===== config.mk =====
export PLATFORM = sky130hd
export DESIGN_NAME = tlvrs_engine
export DESIGN_NICKNAME = d
export VERILOG_FILES = /design/src/sv/tlvrs_pkg.sv /design/src/sv/tlvrs_engine.sv
export SDC_FILE = /design/constraint.sdc
export NUM_CORES = 1
export LEC_CHECK = 0
export BUFFER_PORTS_ARGS = -buffer_cell sky130_fd_sc_hd__buf_2
export CORE_MARGIN = 3
export CORE_UTILIZATION = 46
export DETAILED_ROUTE_END_ITERATION = 6
export GPL_TIMING_DRIVEN = 0
export PLACE_DENSITY = 0.67
export SYNTH_ARGS = -nofsm -noshare
export SYNTH_HDL_FRONTEND = slang
export SYNTH_SLANG_ARGS = --single-unit

===== constraint.sdc =====
create_clock -name i_clk -period 4.5 [get_ports i_clk]
set_clock_uncertainty 0.05 [all_clocks]
set_input_delay 0.225 -clock i_clk [delete_from_list [all_inputs] [get_ports i_clk]]
set_output_delay 0.225 -clock i_clk [all_outputs]
set_load 0.005 [all_outputs]

===== src/sv/tlvrs_pkg.sv =====
// Shared types and constants for the TLV record store.
// Holds the command and result beat layouts plus operation and status codes.
// No dependencies.
package tlvrs_pkg;

    // Operation codes carried by a command beat.
    localparam logic [2:0] OP_FIND     = 3'd0;
    localparam logic [2:0] OP_WR_START = 3'd1;
    localparam logic [2:0] OP_WR_DATA  = 3'd2;
    localparam logic [2:0] OP_READ     = 3'd3;
    localparam logic [2:0] OP_DELETE   = 3'd4;

    // Status codes carried by a result beat.
    localparam logic [1:0] STAT_OK        = 2'd0;
    localparam logic [1:0] STAT_NOT_FOUND = 2'd1;
    localparam logic [1:0] STAT_NO_SPACE  = 2'd2;
    localparam logic [1:0] STAT_BAD       = 2'd3;

    // One command beat as latched from the input channel.
    typedef struct packed {
        logic [2:0] operation;
        logic [7:0] tag;
        logic [7:0] length;
        logic [9:0] position;
        logic       use_position;
        logic [7:0] data_byte;
    } t_cmd;

    // One result beat.
    typedef struct packed {
        logic [1:0] status;
        logic [9:0] record_offset;
        logic [7:0] record_length;
        logic [9:0] next_offset;
        logic       next_valid;
        logic [7:0] read_data;
    } t_result;

    // Builds a result beat from its fields.
    function automatic t_result mk_res(
        input logic [1:0] status,
        input logic [9:0] record_offset,
        input logic [7:0] record_length,
        input logic [9:0] next_offset,
        input logic       next_valid,
        input logic [7:0] read_data
    );
        t_result r;
        r.status        = status;
        r.record_offset = record_offset;
        r.record_length = record_length;
        r.next_offset   = next_offset;
        r.next_valid    = next_valid;
        r.read_data     = read_data;
        return r;
    endfunction

endpackage


===== src/sv/tlvrs_engine.sv =====
// Operation sequencer of the TLV record store: clearing pass, record walk,
// header and payload writes, byte read and delete shift over the arena memory.
// Depends on tlvrs_pkg; drives the ports of tlvrs_ram.
module tlvrs_engine
    import tlvrs_pkg::*;
#(
    parameter int ARENA_BYTES = 1024,
    localparam int AW = $clog2(ARENA_BYTES)
) (
    input  logic          i_clk,
    input  logic          i_rst_n,
    input  logic          i_cmd_valid,
    output logic          o_cmd_ready,
    input  t_cmd          i_cmd,
    output logic          o_res_valid,
    input  logic          i_res_ready,
    output t_result       o_res,
    output logic          o_mem_we,
    output logic [AW-1:0] o_mem_waddr,
    output logic [7:0]    o_mem_wdata,
    output logic          o_mem_re,
    output logic [AW-1:0] o_mem_raddr,
    input  logic [7:0]    i_mem_rdata
);

    // Offset width: holds any arena offset plus a full record (2 + 255).
    localparam int CW = ((AW > 9) ? AW : 9) + 2;
    localparam logic [CW-1:0] AB_C = CW'(ARENA_BYTES);
    localparam logic [CW-1:0] TWO  = CW'(2);
    localparam logic [CW-1:0] ONE  = CW'(1);

    typedef enum logic [12:0] {
        ST_CLEAR     = 13'b0000000000001,
        ST_IDLE      = 13'b0000000000010,
        ST_EXEC      = 13'b0000000000100,
        ST_WALK_T    = 13'b0000000001000,
        ST_WALK_L    = 13'b0000000010000,
        ST_WALK_C    = 13'b0000000100000,
        ST_WR_FIT    = 13'b0000001000000,
        ST_WR_TAG    = 13'b0000010000000,
        ST_WR_LEN    = 13'b0000100000000,
        ST_READ      = 13'b0001000000000,
        ST_DEL_LEN   = 13'b0010000000000,
        ST_DEL_SHIFT = 13'b0100000000000,
        ST_EMIT      = 13'b1000000000000
    } t_state;

    t_state          r_state, n_state;
    t_cmd            r_cmd, n_cmd;
    t_result         r_res, n_res;
    logic [CW-1:0]   r_cur, n_cur;
    logic            r_hit, n_hit;
    logic            r_rd_oor, n_rd_oor;
    logic [CW-1:0]   r_src, n_src;
    logic [CW-1:0]   r_dst, n_dst;
    logic            r_wv, n_wv;
    logic            r_woor, n_woor;
    logic [AW-1:0]   r_wdst, n_wdst;
    logic [7:0]      r_rl, n_rl;
    logic [CW-1:0]   r_pay_ptr, n_pay_ptr;
    logic [7:0]      r_pay_rem, n_pay_rem;

    // Helper values derived from the registers.
    logic [7:0]    w_rbyte;
    logic [7:0]    w_walk_tag;
    logic [CW-1:0] w_pos;
    logic [CW-1:0] w_pos1;
    logic [CW-1:0] w_cur1;
    logic [CW-1:0] w_next;
    logic [CW-1:0] w_fit;
    logic [CW-1:0] w_ptr1;
    logic [7:0]    w_rem1;
    logic [1:0]    w_miss;

    // Bytes fetched from beyond the arena read as zero.
    assign w_rbyte    = r_rd_oor ? 8'd0 : i_mem_rdata;
    // A write start without position walks for the first empty place.
    assign w_walk_tag = (r_cmd.operation == OP_FIND) ? r_cmd.tag : 8'd0;
    assign w_pos      = CW'(r_cmd.position);
    assign w_pos1     = w_pos + ONE;
    assign w_cur1     = r_cur + ONE;
    assign w_next     = r_cur + TWO + CW'(w_rbyte);
    assign w_fit      = r_cur + TWO + CW'(r_cmd.length);
    assign w_ptr1     = r_pay_ptr + ONE;
    assign w_rem1     = r_pay_rem - 8'd1;
    assign w_miss     = (r_cmd.operation == OP_FIND) ? STAT_NOT_FOUND : STAT_NO_SPACE;

    // Next-state and memory port logic.
    always_comb begin
        n_state   = r_state;
        n_cmd     = r_cmd;
        n_res     = r_res;
        n_cur     = r_cur;
        n_hit     = r_hit;
        n_rd_oor  = r_rd_oor;
        n_src     = r_src;
        n_dst     = r_dst;
        n_wv      = r_wv;
        n_woor    = r_woor;
        n_wdst    = r_wdst;
        n_rl      = r_rl;
        n_pay_ptr = r_pay_ptr;
        n_pay_rem = r_pay_rem;

        o_mem_we    = 1'b0;
        o_mem_waddr = r_dst[AW-1:0];
        o_mem_wdata = 8'd0;
        o_mem_re    = 1'b0;
        o_mem_raddr = r_cur[AW-1:0];

        case (r_state)
            // Zero the arena one byte per cycle after reset.
            ST_CLEAR: begin
                o_mem_we = 1'b1;
                n_dst    = r_dst + ONE;
                if (r_dst == AB_C - ONE) begin
                    n_state = ST_IDLE;
                end
            end

            ST_IDLE: begin
                if (i_cmd_valid) begin
                    n_cmd   = i_cmd;
                    n_state = ST_EXEC;
                end
            end

            // Decode the latched command; rejected commands report bad status.
            ST_EXEC: begin
                n_res   = mk_res(STAT_BAD, 10'd0, 8'd0, 10'd0, 1'b0, 8'd0);
                n_state = ST_EMIT;
                case (r_cmd.operation)
                    OP_FIND: begin
                        n_cur   = (r_cmd.use_position && (w_pos < AB_C)) ? w_pos : '0;
                        n_state = ST_WALK_T;
                    end
                    OP_WR_START: begin
                        if (r_cmd.use_position) begin
                            if (w_pos < AB_C) begin
                                n_cur   = w_pos;
                                n_state = ST_WR_FIT;
                            end
                        end else begin
                            n_cur   = '0;
                            n_state = ST_WALK_T;
                        end
                    end
                    OP_WR_DATA: begin
                        if ((r_pay_rem != 8'd0) && (r_pay_ptr < AB_C)) begin
                            o_mem_we    = 1'b1;
                            o_mem_waddr = r_pay_ptr[AW-1:0];
                            o_mem_wdata = r_cmd.data_byte;
                            n_pay_ptr   = w_ptr1;
                            n_pay_rem   = w_rem1;
                            n_res       = mk_res(STAT_OK, r_pay_ptr[9:0], w_rem1,
                                                 w_ptr1[9:0], w_ptr1 < AB_C, 8'd0);
                        end
                    end
                    OP_READ: begin
                        if (w_pos < AB_C) begin
                            o_mem_re    = 1'b1;
                            o_mem_raddr = w_pos[AW-1:0];
                            n_state     = ST_READ;
                        end
                    end
                    OP_DELETE: begin
                        if (w_pos < AB_C) begin
                            o_mem_re    = 1'b1;
                            o_mem_raddr = w_pos1[AW-1:0];
                            n_rd_oor    = (w_pos1 >= AB_C);
                            n_state     = ST_DEL_LEN;
                        end
                    end
                    default: begin
                    end
                endcase
            end

            ST_READ: begin
                n_res   = mk_res(STAT_OK, r_cmd.position, 8'd0, 10'd0, 1'b0, i_mem_rdata);
                n_state = ST_EMIT;
            end

            // Walk: fetch the tag byte of the record at the cursor.
            ST_WALK_T: begin
                if (r_cur >= AB_C) begin
                    n_res   = mk_res(w_miss, 10'd0, 8'd0, 10'd0, 1'b0, 8'd0);
                    n_state = ST_EMIT;
                end else begin
                    o_mem_re = 1'b1;
                    n_rd_oor = 1'b0;
                    n_state  = ST_WALK_L;
                end
            end

            // Walk: compare the tag and fetch the length byte.
            ST_WALK_L: begin
                n_hit       = (i_mem_rdata == w_walk_tag);
                o_mem_re    = 1'b1;
                o_mem_raddr = w_cur1[AW-1:0];
                n_rd_oor    = (w_cur1 >= AB_C);
                n_state     = ST_WALK_C;
            end

            // Walk: on a hit report it or check the fit; else step over the record, or miss past the end.
            ST_WALK_C: begin
                if (r_hit) begin
                    if (r_cmd.operation == OP_FIND) begin
                        if (r_cmd.tag == 8'd0) begin
                            n_res = mk_res(STAT_OK, r_cur[9:0], 8'd0, r_cur[9:0], 1'b1, 8'd0);
                        end else begin
                            n_res = mk_res(STAT_OK, r_cur[9:0], w_rbyte, w_next[9:0],
                                           w_next < AB_C, 8'd0);
                        end
                        n_state = ST_EMIT;
                    end else begin
                        n_state = ST_WR_FIT;
                    end
                end else if (w_next > AB_C) begin
                    n_res   = mk_res(w_miss, 10'd0, 8'd0, 10'd0, 1'b0, 8'd0);
                    n_state = ST_EMIT;
                end else begin
                    n_cur   = w_next;
                    n_state = ST_WALK_T;
                end
            end

            // The new record, header included, must end inside the arena.
            ST_WR_FIT: begin
                if (w_fit > AB_C) begin
                    n_res   = mk_res(STAT_NO_SPACE, 10'd0, 8'd0, 10'd0, 1'b0, 8'd0);
                    n_state = ST_EMIT;
                end else begin
                    n_state = ST_WR_TAG;
                end
            end

            ST_WR_TAG: begin
                o_mem_we    = 1'b1;
                o_mem_waddr = r_cur[AW-1:0];
                o_mem_wdata = r_cmd.tag;
                n_state     = ST_WR_LEN;
            end

            // Write the length byte and arm the payload pointer.
            ST_WR_LEN: begin
                o_mem_we    = 1'b1;
                o_mem_waddr = w_cur1[AW-1:0];
                o_mem_wdata = r_cmd.length;
                n_pay_ptr   = r_cur + TWO;
                n_pay_rem   = r_cmd.length;
                n_res       = mk_res(STAT_OK, r_cur[9:0], r_cmd.length, w_fit[9:0],
                                     w_fit < AB_C, 8'd0);
                n_state     = ST_EMIT;
            end

            // Delete: the stored length sets the shift distance.
            ST_DEL_LEN: begin
                n_rl    = w_rbyte;
                n_src   = w_pos + TWO + CW'(w_rbyte);
                n_dst   = w_pos;
                n_wv    = 1'b0;
                n_state = ST_DEL_SHIFT;
            end

            // Delete: read source ahead, write the byte fetched last cycle down.
            ST_DEL_SHIFT: begin
                if (r_wv) begin
                    o_mem_we    = 1'b1;
                    o_mem_waddr = r_wdst;
                    o_mem_wdata = r_woor ? 8'd0 : i_mem_rdata;
                end
                if (r_dst < AB_C) begin
                    o_mem_re    = 1'b1;
                    o_mem_raddr = r_src[AW-1:0];
                    n_woor      = (r_src >= AB_C);
                    n_wdst      = r_dst[AW-1:0];
                    n_wv        = 1'b1;
                    n_dst       = r_dst + ONE;
                    n_src       = r_src + ONE;
                end else begin
                    n_wv = 1'b0;
                    if (!r_wv) begin
                        n_res   = mk_res(STAT_OK, r_cmd.position, r_rl, 10'd0, 1'b0, 8'd0);
                        n_state = ST_EMIT;
                    end
                end
            end

            ST_EMIT: begin
                if (i_res_ready) begin
                    n_state = ST_IDLE;
                end
            end

            default: begin
                n_state = ST_IDLE;
            end
        endcase
    end

    // Control registers.
    always_ff @(posedge i_clk) begin
        if (!i_rst_n) begin
            r_state   <= ST_CLEAR;
            r_dst     <= '0;
            r_wv      <= 1'b0;
            r_pay_ptr <= '0;
            r_pay_rem <= 8'd0;
        end else begin
            r_state   <= n_state;
            r_dst     <= n_dst;
            r_wv      <= n_wv;
            r_pay_ptr <= n_pay_ptr;
            r_pay_rem <= n_pay_rem;
        end
    end

    // Datapath registers.
    always_ff @(posedge i_clk) begin
        r_cmd    <= n_cmd;
        r_res    <= n_res;
        r_cur    <= n_cur;
        r_hit    <= n_hit;
        r_rd_oor <= n_rd_oor;
        r_src    <= n_src;
        r_woor   <= n_woor;
        r_wdst   <= n_wdst;
        r_rl     <= n_rl;
    end

    assign o_cmd_ready = (r_state == ST_IDLE);
    assign o_res_valid = (r_state == ST_EMIT);
    assign o_res       = r_res;

endmodule


==> impl_metrics.env <==
export IMPL_status="finished, violations left"
export IMPL_failed_checks="DRC"
export IMPL_grt_pass1_vias=9243
export IMPL_h_tree_depth=4
export IMPL_max_stage_delay_ps=480
export IMPL_fin_area_um2=12700
export IMPL_reg2reg_from="r_cur[5]"
export IMPL_cts_tree="yes"
export IMPL_synth_distinct_cells=71
export IMPL_route_detailed_drc=6
export IMPL_endpoint="r_cur[6]"
export IMPL_synth_seq_cells=168
export IMPL_synth_area_um2=10700
export IMPL_min_path_type="input port to register"
export IMPL_cts_clk_slew_worst_paths_ps=70
export IMPL_drt_pre_antenna_iters=7
export IMPL_leakagePower_nw=4.88
export IMPL_die_y_um=158
export IMPL_grt_overflow=0
export IMPL_grt_pass1_wl_um=55800
export IMPL_slew_headroom=0.203
export IMPL_critPathMaxFanout=12
export IMPL_start_util=0.469
export IMPL_arrival_ps=4520
export IMPL_clock_sinks=168
export IMPL_num_vias=10200
export IMPL_yosys_top_cells_count="nand2_1, edfxtp_1, nor2_1"
export IMPL_worst_slew_pin_slew_ps=1190
export IMPL_place_port_buffers=119
export IMPL_place_gp_congestion=0.999
export IMPL_placed_area_um2=11600
export IMPL_hold_slack_ps=101
export IMPL_viasPerCell=6.21
export IMPL_power_mw=3.42
export IMPL_ys_async_sr_fraction=0
export IMPL_synth_flop_cell="edfxtp_1"
export IMPL_routed_wl_um=37400
export IMPL_synth_seq_area_share=0.430
export IMPL_post_route_util=0.557
export IMPL_synth_most_common_cell="nand2_1"
export IMPL_finalCritPeriodShare=0.989
export IMPL_internal_power_mw=2.57
export IMPL_rr_endpoint="r_cur[6]"
export IMPL_synth_edff_count=122
export IMPL_worst_path_max_delay_cell="or3b_2"
export IMPL_max_cap_viol_count=0
export IMPL_powerDensity_nw_per_um2=270
export IMPL_ios=121
export IMPL_n_antenna_cell=0
export IMPL_path_cells="buf_2 > and3_1 > clkbuf_1 > nand2_1 > xnor2_2 > ha_1 > a21o_1 > a211oi_1 > a21oi_1 > o311a_1 > or3b_2 > nor4_1 > o211ai_1 > buf_4 > nand2_2"
export IMPL_wl_per_cell_um=22.9
export IMPL_grt_antenna_before_repair=0
export IMPL_synth_area_leader_cell="edfxtp_1"
export IMPL_yosys_warnings=0
export IMPL_pwr_share_seq=0.491
export IMPL_setup_viol=0
export IMPL_start_kind="register"
export IMPL_period_needed_ps=4450
export IMPL_fin_tns_setup_ps=0
export IMPL_worstSetupEndpointType="register"
export IMPL_switching_power_mw=0.848
export IMPL_reg2reg_slack_ps=50
export IMPL_switching_share=0.248
export IMPL_die_area_um2=25000
export IMPL_grt_start_max_net_pins=40
export IMPL_fmax_mhz=225
export IMPL_cts_root_buf="clkbuf_16"
export IMPL_netlist_top_cells_area="edfxtp_1, dfxtp_1, nand2_1, ha_1, nor2_1"
export IMPL_core_um2=22700
export IMPL_insertion_delay_ps=460
export IMPL_cts_buffers=17
export IMPL_globalRouteTotalUtil=0.298
export IMPL_power_frac_comb=0.072
export IMPL_drt_iter0_markers=1452
export IMPL_avgSynthCellArea_um2=9.21
export IMPL_startpoint="r_cur[5]"
export IMPL_synth_top_cell_area_share=0.344
export IMPL_drv_slew=0
export IMPL_fp_dieW_um=158
export IMPL_synth_nets=1253
export IMPL_crit_type="register to register"
export IMPL_clk_path_buf_depth=2
export IMPL_syn_inst=1157
export IMPL_nets=1433
export IMPL_clkPwrFrac=0.437
export IMPL_ir_worst_vdd_mv=0.242
export IMPL_hpwl_um=27200
export IMPL_min_from="i_cmd_valid"
export IMPL_rows=55
export IMPL_synthToLayoutAreaGrowth_pct=18.8
export IMPL_crit_required_ps=4570
export IMPL_drive_gt1_frac=0.148
export IMPL_r2r_cells=15
export IMPL_finalHoldViolCount=0
export IMPL_ant_nets=0
metal layers:
metal	share of wire	up-vias	wire length (µm)	track usage
met5	0	-	0	0
met4	0.031	0	1160	0.0856
met3	0.11	98	4140	0.0651
met2	0.44	641	16500	0.453
met1	0.42	4789	15600	0.428
li1	-	4631	-	-
stage by stage:
step           setup WS (ps)  cells
6_report                49.7   1635
2_1_floorplan            300   1157
5_1_grt                -2.44   1635
4_1_cts                 62.2   1633
3_5_place_dp            -627   1561
3_3_place_gp           -1200   1561
timing repair:
| item | CTS | global route |
|---|---|---|
| buffers inserted | 1 | 2 |
| setup endpoints to repair | 51 | 52 |
| pin swaps | 1 | 1 |
| resized for setup | 7 | 8 |
| endpoints found under the hold margin | 38 | 0 |
| hold buffers | 38 | 0 |
| cloned | 1 | 0 |
sequential cells by signal, summed over array words and instances (netlist names):
name and count:
r_rd_oor 1, r_cmd 38, r_src 12, r_cur 12, r_hit 1, r_woor 1
r_pay_ptr 12, r_dst 12, r_wdst 10, r_state 13, o_res 39, r_pay_rem 8
r_wv 1, r_rl 8
worst min path at each step:
stage | to | slack [ps] | cells past startpoint
6_report | r_state[1] | 100 | 3
3_3_place_gp | r_cmd[16] | 350 | 1
4_1_cts | r_state[1] | 80 | 3
3_5_place_dp | r_cmd[9] | 350 | 1
5_1_grt | r_state[1] | 90 | 3
2_1_floorplan | r_cmd[0] | 270 | 0
kinds of logic (layout without fill, tap and decap cells):
| group | after synthesis | after routing | synth area share |
|---|---|---|---|
| AOI/OAI and AO/OA | 266 | 266 | 0.168 |
| xor gates and xnor gates | 88 | 88 | 0.0724 |
| adders and majority gates | 46 | 46 | 0.0562 |
| buffers and inverters | 92 | 284 | 0.0334 |
| DFF | 168 | 168 | 0.430 |
| muxes | 24 | 24 | 0.0229 |
| and+or+nand+nor | 473 | 474 | 0.217 |
worst max-delay path, delay by kind of cell, from the launching register on:
kind / cells / cell delay [ps]
adders and majority gates: 1 / 380
buffers and inverters: 3 / 710
xor gates and xnor gates: 1 / 370
DFF: 1 / 320
and+or+nand+nor: 5 / 1380
AOI/OAI and AO/OA: 5 / 910
cell usage in the layout (no fill, tap or decap), drive strengths merged, types with 35 or more instances in the layout:
cell type / Yosys / final
nand3: 35 / 35
nand2: 170 / 170
ha: 43 / 43
dfxtp: 46 / 46
dlygate4sd3: 0 / 38
xor2: 45 / 45
nor2: 125 / 125
a21oi: 47 / 47
xnor2: 43 / 43
buf: 10 / 132
o21ai: 70 / 70
clkbuf: 57 / 76
edfxtp: 122 / 122
layout make-up:
| type | count | area, µm² |
|---|---|---|
| Fill cell | 2053 | 10100 |
| Multi-Input combinational cell | 898 | 5760 |
| Sequential cell | 168 | 4580 |
| Timing Repair Buffer | 160 | 998 |
| Clock buffer | 20 | 489 |
| Tap cell | 285 | 357 |
| Buffer | 67 | 272 |
| Clock inverter | 12 | 97.6 |
| Inverter | 25 | 93.8 |
power by group through the flow:
stage / Sequential (mW) / Combinational [mW] / Clock [mW]
2_1_floorplan: 1.71 / 0.131 / 0
3_3_place_gp: 1.71 / 0.210 / 0
3_5_place_dp: 1.71 / 0.213 / 0
4_1_cts: 1.68 / 0.240 / 1.50
5_1_grt: 1.68 / 0.268 / 1.56
6_report: 1.68 / 0.245 / 1.50
Power figures use the tool's default switching activity.
